===== config.mk =====
export PLATFORM = sky130hd
export DESIGN_NAME = held_note_priority_list
export DESIGN_NICKNAME = d
export VERILOG_FILES = /design/src/rtl/hnpl_pkg.sv /design/src/rtl/hnpl_core.sv /design/src/rtl/held_note_priority_list.sv
export SDC_FILE = /design/constraint.sdc
export NUM_CORES = 1
export LEC_CHECK = 0
export ABC_AREA = 1
export ABC_CLOCK_PERIOD_IN_PS = 3200
export BUFFER_PORTS_ARGS = -buffer_cell sky130_fd_sc_hd__buf_2
export CAP_MARGIN = 10
export CORE_ASPECT_RATIO = 1.4
export CORE_MARGIN = 2
export CORE_UTILIZATION = 35
export CTS_CLUSTER_SIZE = 10
export DETAILED_ROUTE_END_ITERATION = 12
export PLACE_DENSITY = 0.64
export SETUP_SLACK_MARGIN = 0.15
export SYNTH_ARGS = -nofsm -noshare
export SYNTH_HDL_FRONTEND = slang
export SYNTH_SLANG_ARGS = --single-unit

===== constraint.sdc =====
create_clock -name i_clk -period 3.2 [get_ports i_clk]
set_input_delay 0.16 -clock i_clk [delete_from_list [all_inputs] [get_ports i_clk]]
set_output_delay 0.16 -clock i_clk [all_outputs]
set_load 0.005 [all_outputs]

===== src/rtl/hnpl_pkg.sv =====
// ----------------------------------------------------------------------------
// hnpl_pkg: shared types and constants for the held note priority list
// Event codes, field widths and the request/result records passed between
// the stream wrapper and the list sequencer.
// ----------------------------------------------------------------------------
package hnpl_pkg;

    localparam int NOTE_W       = 7;
    localparam int VEL_W        = 7;
    localparam int OP_W         = 2;
    localparam int HCOUNT_W     = 2;
    localparam int DEFAULT_LIST_DEPTH = 3;

    // event kinds
    localparam logic [OP_W-1:0] OP_NOTE_OFF = 2'd0;
    localparam logic [OP_W-1:0] OP_NOTE_ON  = 2'd1;

    typedef logic [NOTE_W-1:0] t_note;

    typedef struct packed {
        logic [OP_W-1:0]  op;
        t_note            note;
        logic [VEL_W-1:0] velocity;
    } t_req;

    typedef struct packed {
        t_note               top_note;
        logic [HCOUNT_W-1:0] held_count;
        logic                changed;
        logic                dropped;
    } t_res;

endpackage


===== src/rtl/hnpl_core.sv =====
// ----------------------------------------------------------------------------
// hnpl_core: slot list with one shared compare unit and a small sequencer
// Walks the list one slot per cycle to find a match or an insert point,
// then moves one slot per cycle to open or close the gap.
// ----------------------------------------------------------------------------
module hnpl_core #(
    parameter int LIST_DEPTH = hnpl_pkg::DEFAULT_LIST_DEPTH
) (
    input  logic          i_clk,
    input  logic          i_rst_n,
    input  logic          i_start,
    input  hnpl_pkg::t_req i_req,
    output logic          o_idle,
    output logic          o_res_valid,
    output hnpl_pkg::t_res o_res,
    input  logic          i_res_take
);
    import hnpl_pkg::*;

    localparam int IW = (LIST_DEPTH > 1) ? $clog2(LIST_DEPTH) : 1;
    localparam int CW = $clog2(LIST_DEPTH + 1);
    localparam logic [CW-1:0] FULL_CNT = CW'(LIST_DEPTH);
    localparam logic [IW-1:0] LAST_IDX = IW'(LIST_DEPTH - 1);

    localparam logic [2:0] ST_IDLE     = 3'd0;
    localparam logic [2:0] ST_SCAN_RM  = 3'd1;
    localparam logic [2:0] ST_SHIFT_UP = 3'd2;
    localparam logic [2:0] ST_SCAN_IN  = 3'd3;
    localparam logic [2:0] ST_SHIFT_DN = 3'd4;
    localparam logic [2:0] ST_DONE     = 3'd5;

    t_note          r_held [LIST_DEPTH];
    logic [CW-1:0]  r_count, n_count;
    logic [2:0]     r_state, n_state;
    logic [IW-1:0]  r_ptr, n_ptr;
    logic [IW-1:0]  r_pos, n_pos;
    logic [CW-1:0]  r_new_cnt, n_new_cnt;
    t_note          r_note, n_note;
    logic           r_changed, n_changed;
    logic           r_dropped, n_dropped;

    logic           wr_en;
    logic [IW-1:0]  wr_idx;
    t_note          wr_data;
    logic [IW-1:0]  rd_idx;
    t_note          rd_data;
    logic [CW-1:0]  ptr_ext, ptr_inc;
    logic           is_off, is_on;
    logic           cmp_eq, cmp_ge;

    assign ptr_ext = CW'(r_ptr);
    assign ptr_inc = ptr_ext + CW'(1);

    // single read port into the slot list
    always_comb begin
        case (r_state)
            ST_SHIFT_UP: rd_idx = ptr_inc[IW-1:0];
            ST_SHIFT_DN: rd_idx = r_ptr - IW'(1);
            default:     rd_idx = r_ptr;
        endcase
    end
    assign rd_data = r_held[rd_idx];

    // shared compare unit
    assign cmp_eq = (rd_data == r_note);
    assign cmp_ge = (r_note >= rd_data);

    assign is_off = (i_req.op == OP_NOTE_OFF) ||
                    ((i_req.op == OP_NOTE_ON) && (i_req.velocity == '0));
    assign is_on  = (i_req.op == OP_NOTE_ON) && (i_req.velocity != '0);

    always_comb begin
        n_state   = r_state;
        n_count   = r_count;
        n_ptr     = r_ptr;
        n_pos     = r_pos;
        n_new_cnt = r_new_cnt;
        n_note    = r_note;
        n_changed = r_changed;
        n_dropped = r_dropped;
        wr_en     = 1'b0;
        wr_idx    = r_ptr;
        wr_data   = rd_data;
        case (r_state)
            ST_IDLE: begin
                if (i_start) begin
                    n_note    = i_req.note;
                    n_changed = 1'b0;
                    n_dropped = 1'b0;
                    n_ptr     = '0;
                    if (i_req.note == '0) begin
                        n_state = ST_DONE;
                    end else if (is_off) begin
                        n_state = (r_count == '0) ? ST_DONE : ST_SCAN_RM;
                    end else if (is_on) begin
                        n_state = ST_SCAN_IN;
                    end else begin
                        n_state = ST_DONE;
                    end
                end
            end
            ST_SCAN_RM: begin
                if (cmp_eq) begin
                    n_changed = 1'b1;
                    n_state   = ST_SHIFT_UP;
                end else if (ptr_inc >= r_count) begin
                    n_state = ST_DONE;
                end else begin
                    n_ptr = ptr_inc[IW-1:0];
                end
            end
            ST_SHIFT_UP: begin
                wr_en = 1'b1;
                if (ptr_inc < r_count) begin
                    wr_data = rd_data;
                    n_ptr   = ptr_inc[IW-1:0];
                end else begin
                    wr_data = '0;
                    n_count = r_count - CW'(1);
                    n_state = ST_DONE;
                end
            end
            ST_SCAN_IN: begin
                if ((ptr_ext >= r_count) || cmp_ge) begin
                    n_changed = 1'b1;
                    n_pos     = r_ptr;
                    if (r_count >= FULL_CNT) begin
                        // lowest note falls off the end
                        n_ptr     = LAST_IDX;
                        n_new_cnt = FULL_CNT;
                    end else begin
                        n_ptr     = r_count[IW-1:0];
                        n_new_cnt = r_count + CW'(1);
                    end
                    n_state = ST_SHIFT_DN;
                end else if (r_ptr == LAST_IDX) begin
                    n_dropped = 1'b1;
                    n_state   = ST_DONE;
                end else begin
                    n_ptr = ptr_inc[IW-1:0];
                end
            end
            ST_SHIFT_DN: begin
                wr_en = 1'b1;
                if (r_ptr > r_pos) begin
                    wr_data = rd_data;
                    n_ptr   = r_ptr - IW'(1);
                end else begin
                    wr_data = r_note;
                    n_count = r_new_cnt;
                    n_state = ST_DONE;
                end
            end
            ST_DONE: begin
                if (i_res_take) begin
                    n_state = ST_IDLE;
                end
            end
            default: begin
                n_state = ST_IDLE;
            end
        endcase
    end

    always_ff @(posedge i_clk) begin
        if (!i_rst_n) begin
            r_state   <= ST_IDLE;
            r_count   <= '0;
            r_ptr     <= '0;
            r_pos     <= '0;
            r_new_cnt <= '0;
            r_changed <= 1'b0;
            r_dropped <= 1'b0;
            for (int k = 0; k < LIST_DEPTH; k++) begin
                r_held[k] <= '0;
            end
        end else begin
            r_state   <= n_state;
            r_count   <= n_count;
            r_ptr     <= n_ptr;
            r_pos     <= n_pos;
            r_new_cnt <= n_new_cnt;
            r_changed <= n_changed;
            r_dropped <= n_dropped;
            if (wr_en) begin
                r_held[wr_idx] <= wr_data;
            end
        end
    end

    always_ff @(posedge i_clk) begin
        r_note <= n_note;
    end

    assign o_idle            = (r_state == ST_IDLE);
    assign o_res_valid       = (r_state == ST_DONE);
    assign o_res.top_note    = (r_count != '0) ? r_held[0] : '0;
    assign o_res.held_count  = r_count[HCOUNT_W-1:0];
    assign o_res.changed     = r_changed;
    assign o_res.dropped     = r_dropped;

endmodule


===== src/rtl/held_note_priority_list.sv =====
// ----------------------------------------------------------------------------
// held_note_priority_list: highest-note priority list of held MIDI notes
// Stream wrapper around the list sequencer, with a registered result stage.
// ----------------------------------------------------------------------------
//  channel   dir  payload
//  s_axis    in   tuser = op; tdata = note, velocity
//  m_axis    out  tdata = top_note, held_count, changed, dropped
//
// A result is registered in the output stage once the sequencer finishes,
// and the next request is accepted once the sequencer returns to idle:
// the sequencer reads one slot per cycle through a single compare unit,
// first scanning for a match or insert point, then moving one slot per cycle.
// Reset is synchronous, active low, and empties the list.
// s_axis_tready is high only while the sequencer is idle; a result waiting
// in the output register does not block the next request, but a second
// finished result waits in the sequencer until the output register frees.
// ----------------------------------------------------------------------------
module held_note_priority_list #(
    parameter int LIST_DEPTH = hnpl_pkg::DEFAULT_LIST_DEPTH
) (
    input  logic        i_clk,
    input  logic        i_rst_n,
    input  logic        s_axis_tvalid,
    output logic        s_axis_tready,
    input  logic [15:0] s_axis_tdata,   // [6:0] note, [13:7] velocity, rest zero
    input  logic [1:0]  s_axis_tuser,   // [1:0] op
    output logic        m_axis_tvalid,
    input  logic        m_axis_tready,
    output logic [15:0] m_axis_tdata    // [6:0] top_note, [8:7] held_count,
                                        // [9] changed, [10] dropped, rest zero
);
    import hnpl_pkg::*;

    t_req   req;
    t_res   core_res;
    t_res   r_out;
    logic   r_out_valid;
    logic   core_idle;
    logic   core_res_valid;
    logic   take;
    logic   start;

    assign req.op       = s_axis_tuser;
    assign req.note     = s_axis_tdata[NOTE_W-1:0];
    assign req.velocity = s_axis_tdata[NOTE_W+VEL_W-1:NOTE_W];

    assign s_axis_tready = core_idle;
    assign start         = s_axis_tvalid && core_idle;

    // output register loads a finished result whenever it is empty or being drained
    assign take = core_res_valid && (!r_out_valid || m_axis_tready);

    hnpl_core #(
        .LIST_DEPTH (LIST_DEPTH)
    ) u_core (
        .i_clk       (i_clk),
        .i_rst_n     (i_rst_n),
        .i_start     (start),
        .i_req       (req),
        .o_idle      (core_idle),
        .o_res_valid (core_res_valid),
        .o_res       (core_res),
        .i_res_take  (take)
    );

    always_ff @(posedge i_clk) begin
        if (!i_rst_n) begin
            r_out_valid <= 1'b0;
        end else if (take) begin
            r_out_valid <= 1'b1;
        end else if (m_axis_tready) begin
            r_out_valid <= 1'b0;
        end
    end

    always_ff @(posedge i_clk) begin
        if (take) begin
            r_out <= core_res;
        end
    end

    assign m_axis_tvalid = r_out_valid;
    assign m_axis_tdata  = {5'd0, r_out.dropped, r_out.changed,
                            r_out.held_count, r_out.top_note};

endmodule


==> summary.txt <==
Timing
  – Highest clock rate: between 0.3 and 0.4 GHz
  – Worst Tran Pin Value: 0.9558 ns
  – Clock Skew: ~0.0053 ns
  – Final period util: between 90% and 100%
  – Final hold violations: 0
  – Final setup vio count: 0
  – Slew margin rel.: a little over a third
  – Setup_tns: 0 ns
  – RSZ-0062 raised after global routing: true
  – Pins Over Slew Limit: 0
  – Hold_ws: 0.02343 ns
  – Fin crit period: approximately 3 ns
  – Post-route worst setup slack: between 0.2 and 0.25 ns

Critical path
  – Crit path from: u_core.ptr_ext[0]
  – R2r worst-path depth: 18
  – Critical Path Start Type: register
  – Setup CP Type: reg2reg
  – Worst r2r src: u_core.ptr_ext[0]
  – CP endpoint kind: register
  – Req. time, crit path: around 3.5 ns
  – Critical path peak fanout: 4
  – Critical path arrival: around 3.2 ns

Routing
  – DR vias/cell: 4.842
  – Routed Antenna Nets: 0
  – DR pass1 iterations: 4
  – Remaining DRCs: 0
  – Avg WL per Cell: between 10 and 15 um
  – Drt initial violations: 150
  – Routed WL: approximately 9 mm
  – DR vias: 2973

Cells and area
  – Post-Route Utilization: 44.99%
  – Filler Cell Count: around 1000
  – Nets: 514
  – Ratio of cells with drive above 1 in the final layout: slightly below 30%
  – FF+latch area: ~1700 sq um
  – Final Instance Area: roughly 4500 sq um
  – Antenna cell count: 0
  – Area of the multi-input gates: 1714 sq um
  – Non-Filler Instances: between 600 and 700
  – Layout area overhead: 25.00%

Power
  – Clk network pwr share: 19.6%
  – Power Density: ~1100 nW/um^2
  – Switching power: 2.106 mW
  – Switching portion of total power: 44.70%
  – Max VDD drop: about 0.00040 V
  – Pwr Total: between 4 and 5 mW
  – Leakage: 1.950 nW
  – Combinational power share: 56.6%
  – Seq pwr share: a little under a quarter
  – Internal power: 2.605 mW

Hold path
  – Hold crit path type: in2reg
  – HP Start: s_axis_tdata[2]
  – Hold Crit Depth: 1

Clock network
  – Root Buffer: clkbuf_16
  – Worst-Skew Late Latency: roughly 0.33 ns
  – TritonCTS clock tree: built
  – Clk sinks: 60
  – Postcts setup bufs: 0
  – Longest Clk Path Bufs: 2
  – CTS Buf Count: 9
  – Worst-path clk slew: 0.05 ns
  – CTS hold repair buffers: 0
  – H-tree Lvls: 3

Place
  – Hpwl dp: 6.962 mm
  – Gpl congestion: ~0.96
  – Post-Place Cells: ~600
  – Dpl cell area: between 4000 and 5000 sq um
  – IO Port Bufs: 32
  – DP Worst Slack: roughly 0.014 ns

Logic synthesis
  – Top post-synthesis cells by area: edfxtp_1 39%, nand2_1 8.5%, dfxtp_1 7.9%
  – Compound-Gate Fraction of Synth Area: under 10%
  – FF+latch count, synth: 60
  – Synth top area share: 38.76%
  – Synth cell types: 38
  – Post-synthesis mux area share: 0%
  – Synth Area in Adders: approximately 6.3%
  – Simple-Gate Fraction of Synth Area: between 20% and 30%
  – Post-synthesis sequential area ratio: 46.63%
  – Synth area leader: edfxtp_1
  – Synth Instances: 411
  – XOR/XNOR Fraction of Synth Area: 0%
  – Synth Flop Type: edfxtp_1
  – EDFF count, synth: 46
  – Async S/R FF share, synth: 0%
  – Main combinational cell family by area after synthesis: simple AND/OR/NAND/NOR gates
  – Mapped cell area: between 3000 and 4000 sq um
  – Ys Warns: 0
  – Avg Inst Size Synth: 8.670 sq um

Flow run
  – Max-Cap Viols: 0

Die
  – Io pins: 40
  – CORE AREA: between 9000 and 10000 sq um
  – Die Width: 89.28 um
  – Row count: between 40 and 50
  – Starting density of the core: 36.00%
  – DIE HEIGHT: 123.4 um
  – Die Area: about 11000 sq um

Global routing
  – Initial antenna violation count: 0
  – Global-route wire length before repair: 14.37 mm
  – Grt total ovfl: 0
  – GRT Resource Usage Total: 17.55%
  – Vias in the first global route: about 3000
  – Largest net degree at the start of global routing: 12

Status
  – Outcome: finished clean
==> cell families (layout without fill, tap and decap cells) <==
| group | count (synthesis) | after routing |
|---|---|---|
| flip-flops | 60 | 60 |
| buffers and inverters | 78 | 142 |
| adder cells (fa/ha/maj) | 18 | 18 |
| other | 1 | 5 |
| AND/OR/NAND/NOR | 206 | 206 |
| AO/OA/AOI/OAI | 48 | 48 |
==> routing by layer <==
metal,share of wire (%),vias to the layer above,GRT usage (%)
met1,37,1390,18.04
met5,0,-,0
met4,3.2,0,8.209
met3,3.4,25,3.872
li1,-,1476,-
met2,57,82,32.73
==> Yosys cell counts, drive strengths merged (2+ instances only) <==
cell type  number
a32oi           3
dfxtp          14
nor2           52
nand2          96
o21ai          17
nand4           4
nand3          42
nor4            2
inv            65
a211oi          2
ha             18
edfxtp         46
clkbuf          4
nor3            7
a21oi          19
buf             8
nand3b          2
==> power by group through the flow <==
stage	logic [mW]	clock network [mW]	registers (mW)
after floorplan	1.64	0	1.11
after global placement	2.34	0	1.12
after detailed placement	2.39	0	1.13
after CTS	2.47	0.936	1.12
after global routing	2.96	0.974	1.14
final	2.66	0.925	1.12
==> worst max-delay path, stage by stage (launching register included) <==
cell and delay, ns:
dfxtp_2 0.33, inv_2 0.05, ha_4 0.24, inv_1 0.08, nand3_2 0.08, nand2_2 0.13
nor2_8 0.06, o21ai_2 0.05, inv_1 0.06, a32oi_2 0.20, inv_2 0.08, ha_4 0.24
a2111oi_4 0.36, nand2_1 0.14, a21oi_4 0.21, nand4_1 0.23, nand2_2 0.16, nand2_1 0.07
a21oi_2 0.12
==> flip-flops by register name (all words and copies together), names as in the netlist <==
name and cells:
u_core.r_count 2, u_core.r_note 7, m_axis_tvalid 1, u_core.r_state 3, u_core.r_held 28, u_core.r_changed 1, u_core.r_pos 2, u_core.r_new_cnt 2
u_core.ptr_ext 2, m_axis_tdata 11, u_core.r_dropped 1
==> final timing paths <==
kind,endpoint,slack (ns)
worst max-delay path,u_core.r_state[2],0.21
worst min-delay path,u_core.r_note[2],0.02
worst max register to register,u_core.r_state[2],0.21
worst min register to register,m_axis_tdata[10],0.42
==> cell usage in the layout, fill, tap and decap left out, types with 3 or more instances in the layout <==
cell       instances
a21oi_1           16
a32oi_2            3
buf_2             32
buf_4             28
clkbuf_16          9
clkinv_2           3
conb_1             5
dfxtp_1            9
dfxtp_2            5
edfxtp_1          46
ha_1              14
ha_4               3
inv_1             57
inv_2              8
nand2_1           77
nand2_2           10
nand2_4            9
nand3_1           29
nand3_2           11
nand4_1            4
nor2_1            45
nor2_2             3
nor2_4             3
nor3_1             6
o21ai_0           15
==> final cells by class <==
type                            instances  area share [%]
Clock inverter                          5           1.180
Tap cell                              135           3.792
Inverter                               66           5.562
Sequential cell                        60           37.44
Timing Repair Buffer                   60           8.315
Clock buffer                           11           5.225
Multi-Input combinational cell        277           38.48
==> timing repair <==
action	CTS	global route
resized for setup	6	27
pin swaps	3	10
cloned	0	0
setup endpoints to repair	9	13
No activity file was read; power rests on OpenSTA's default activity.
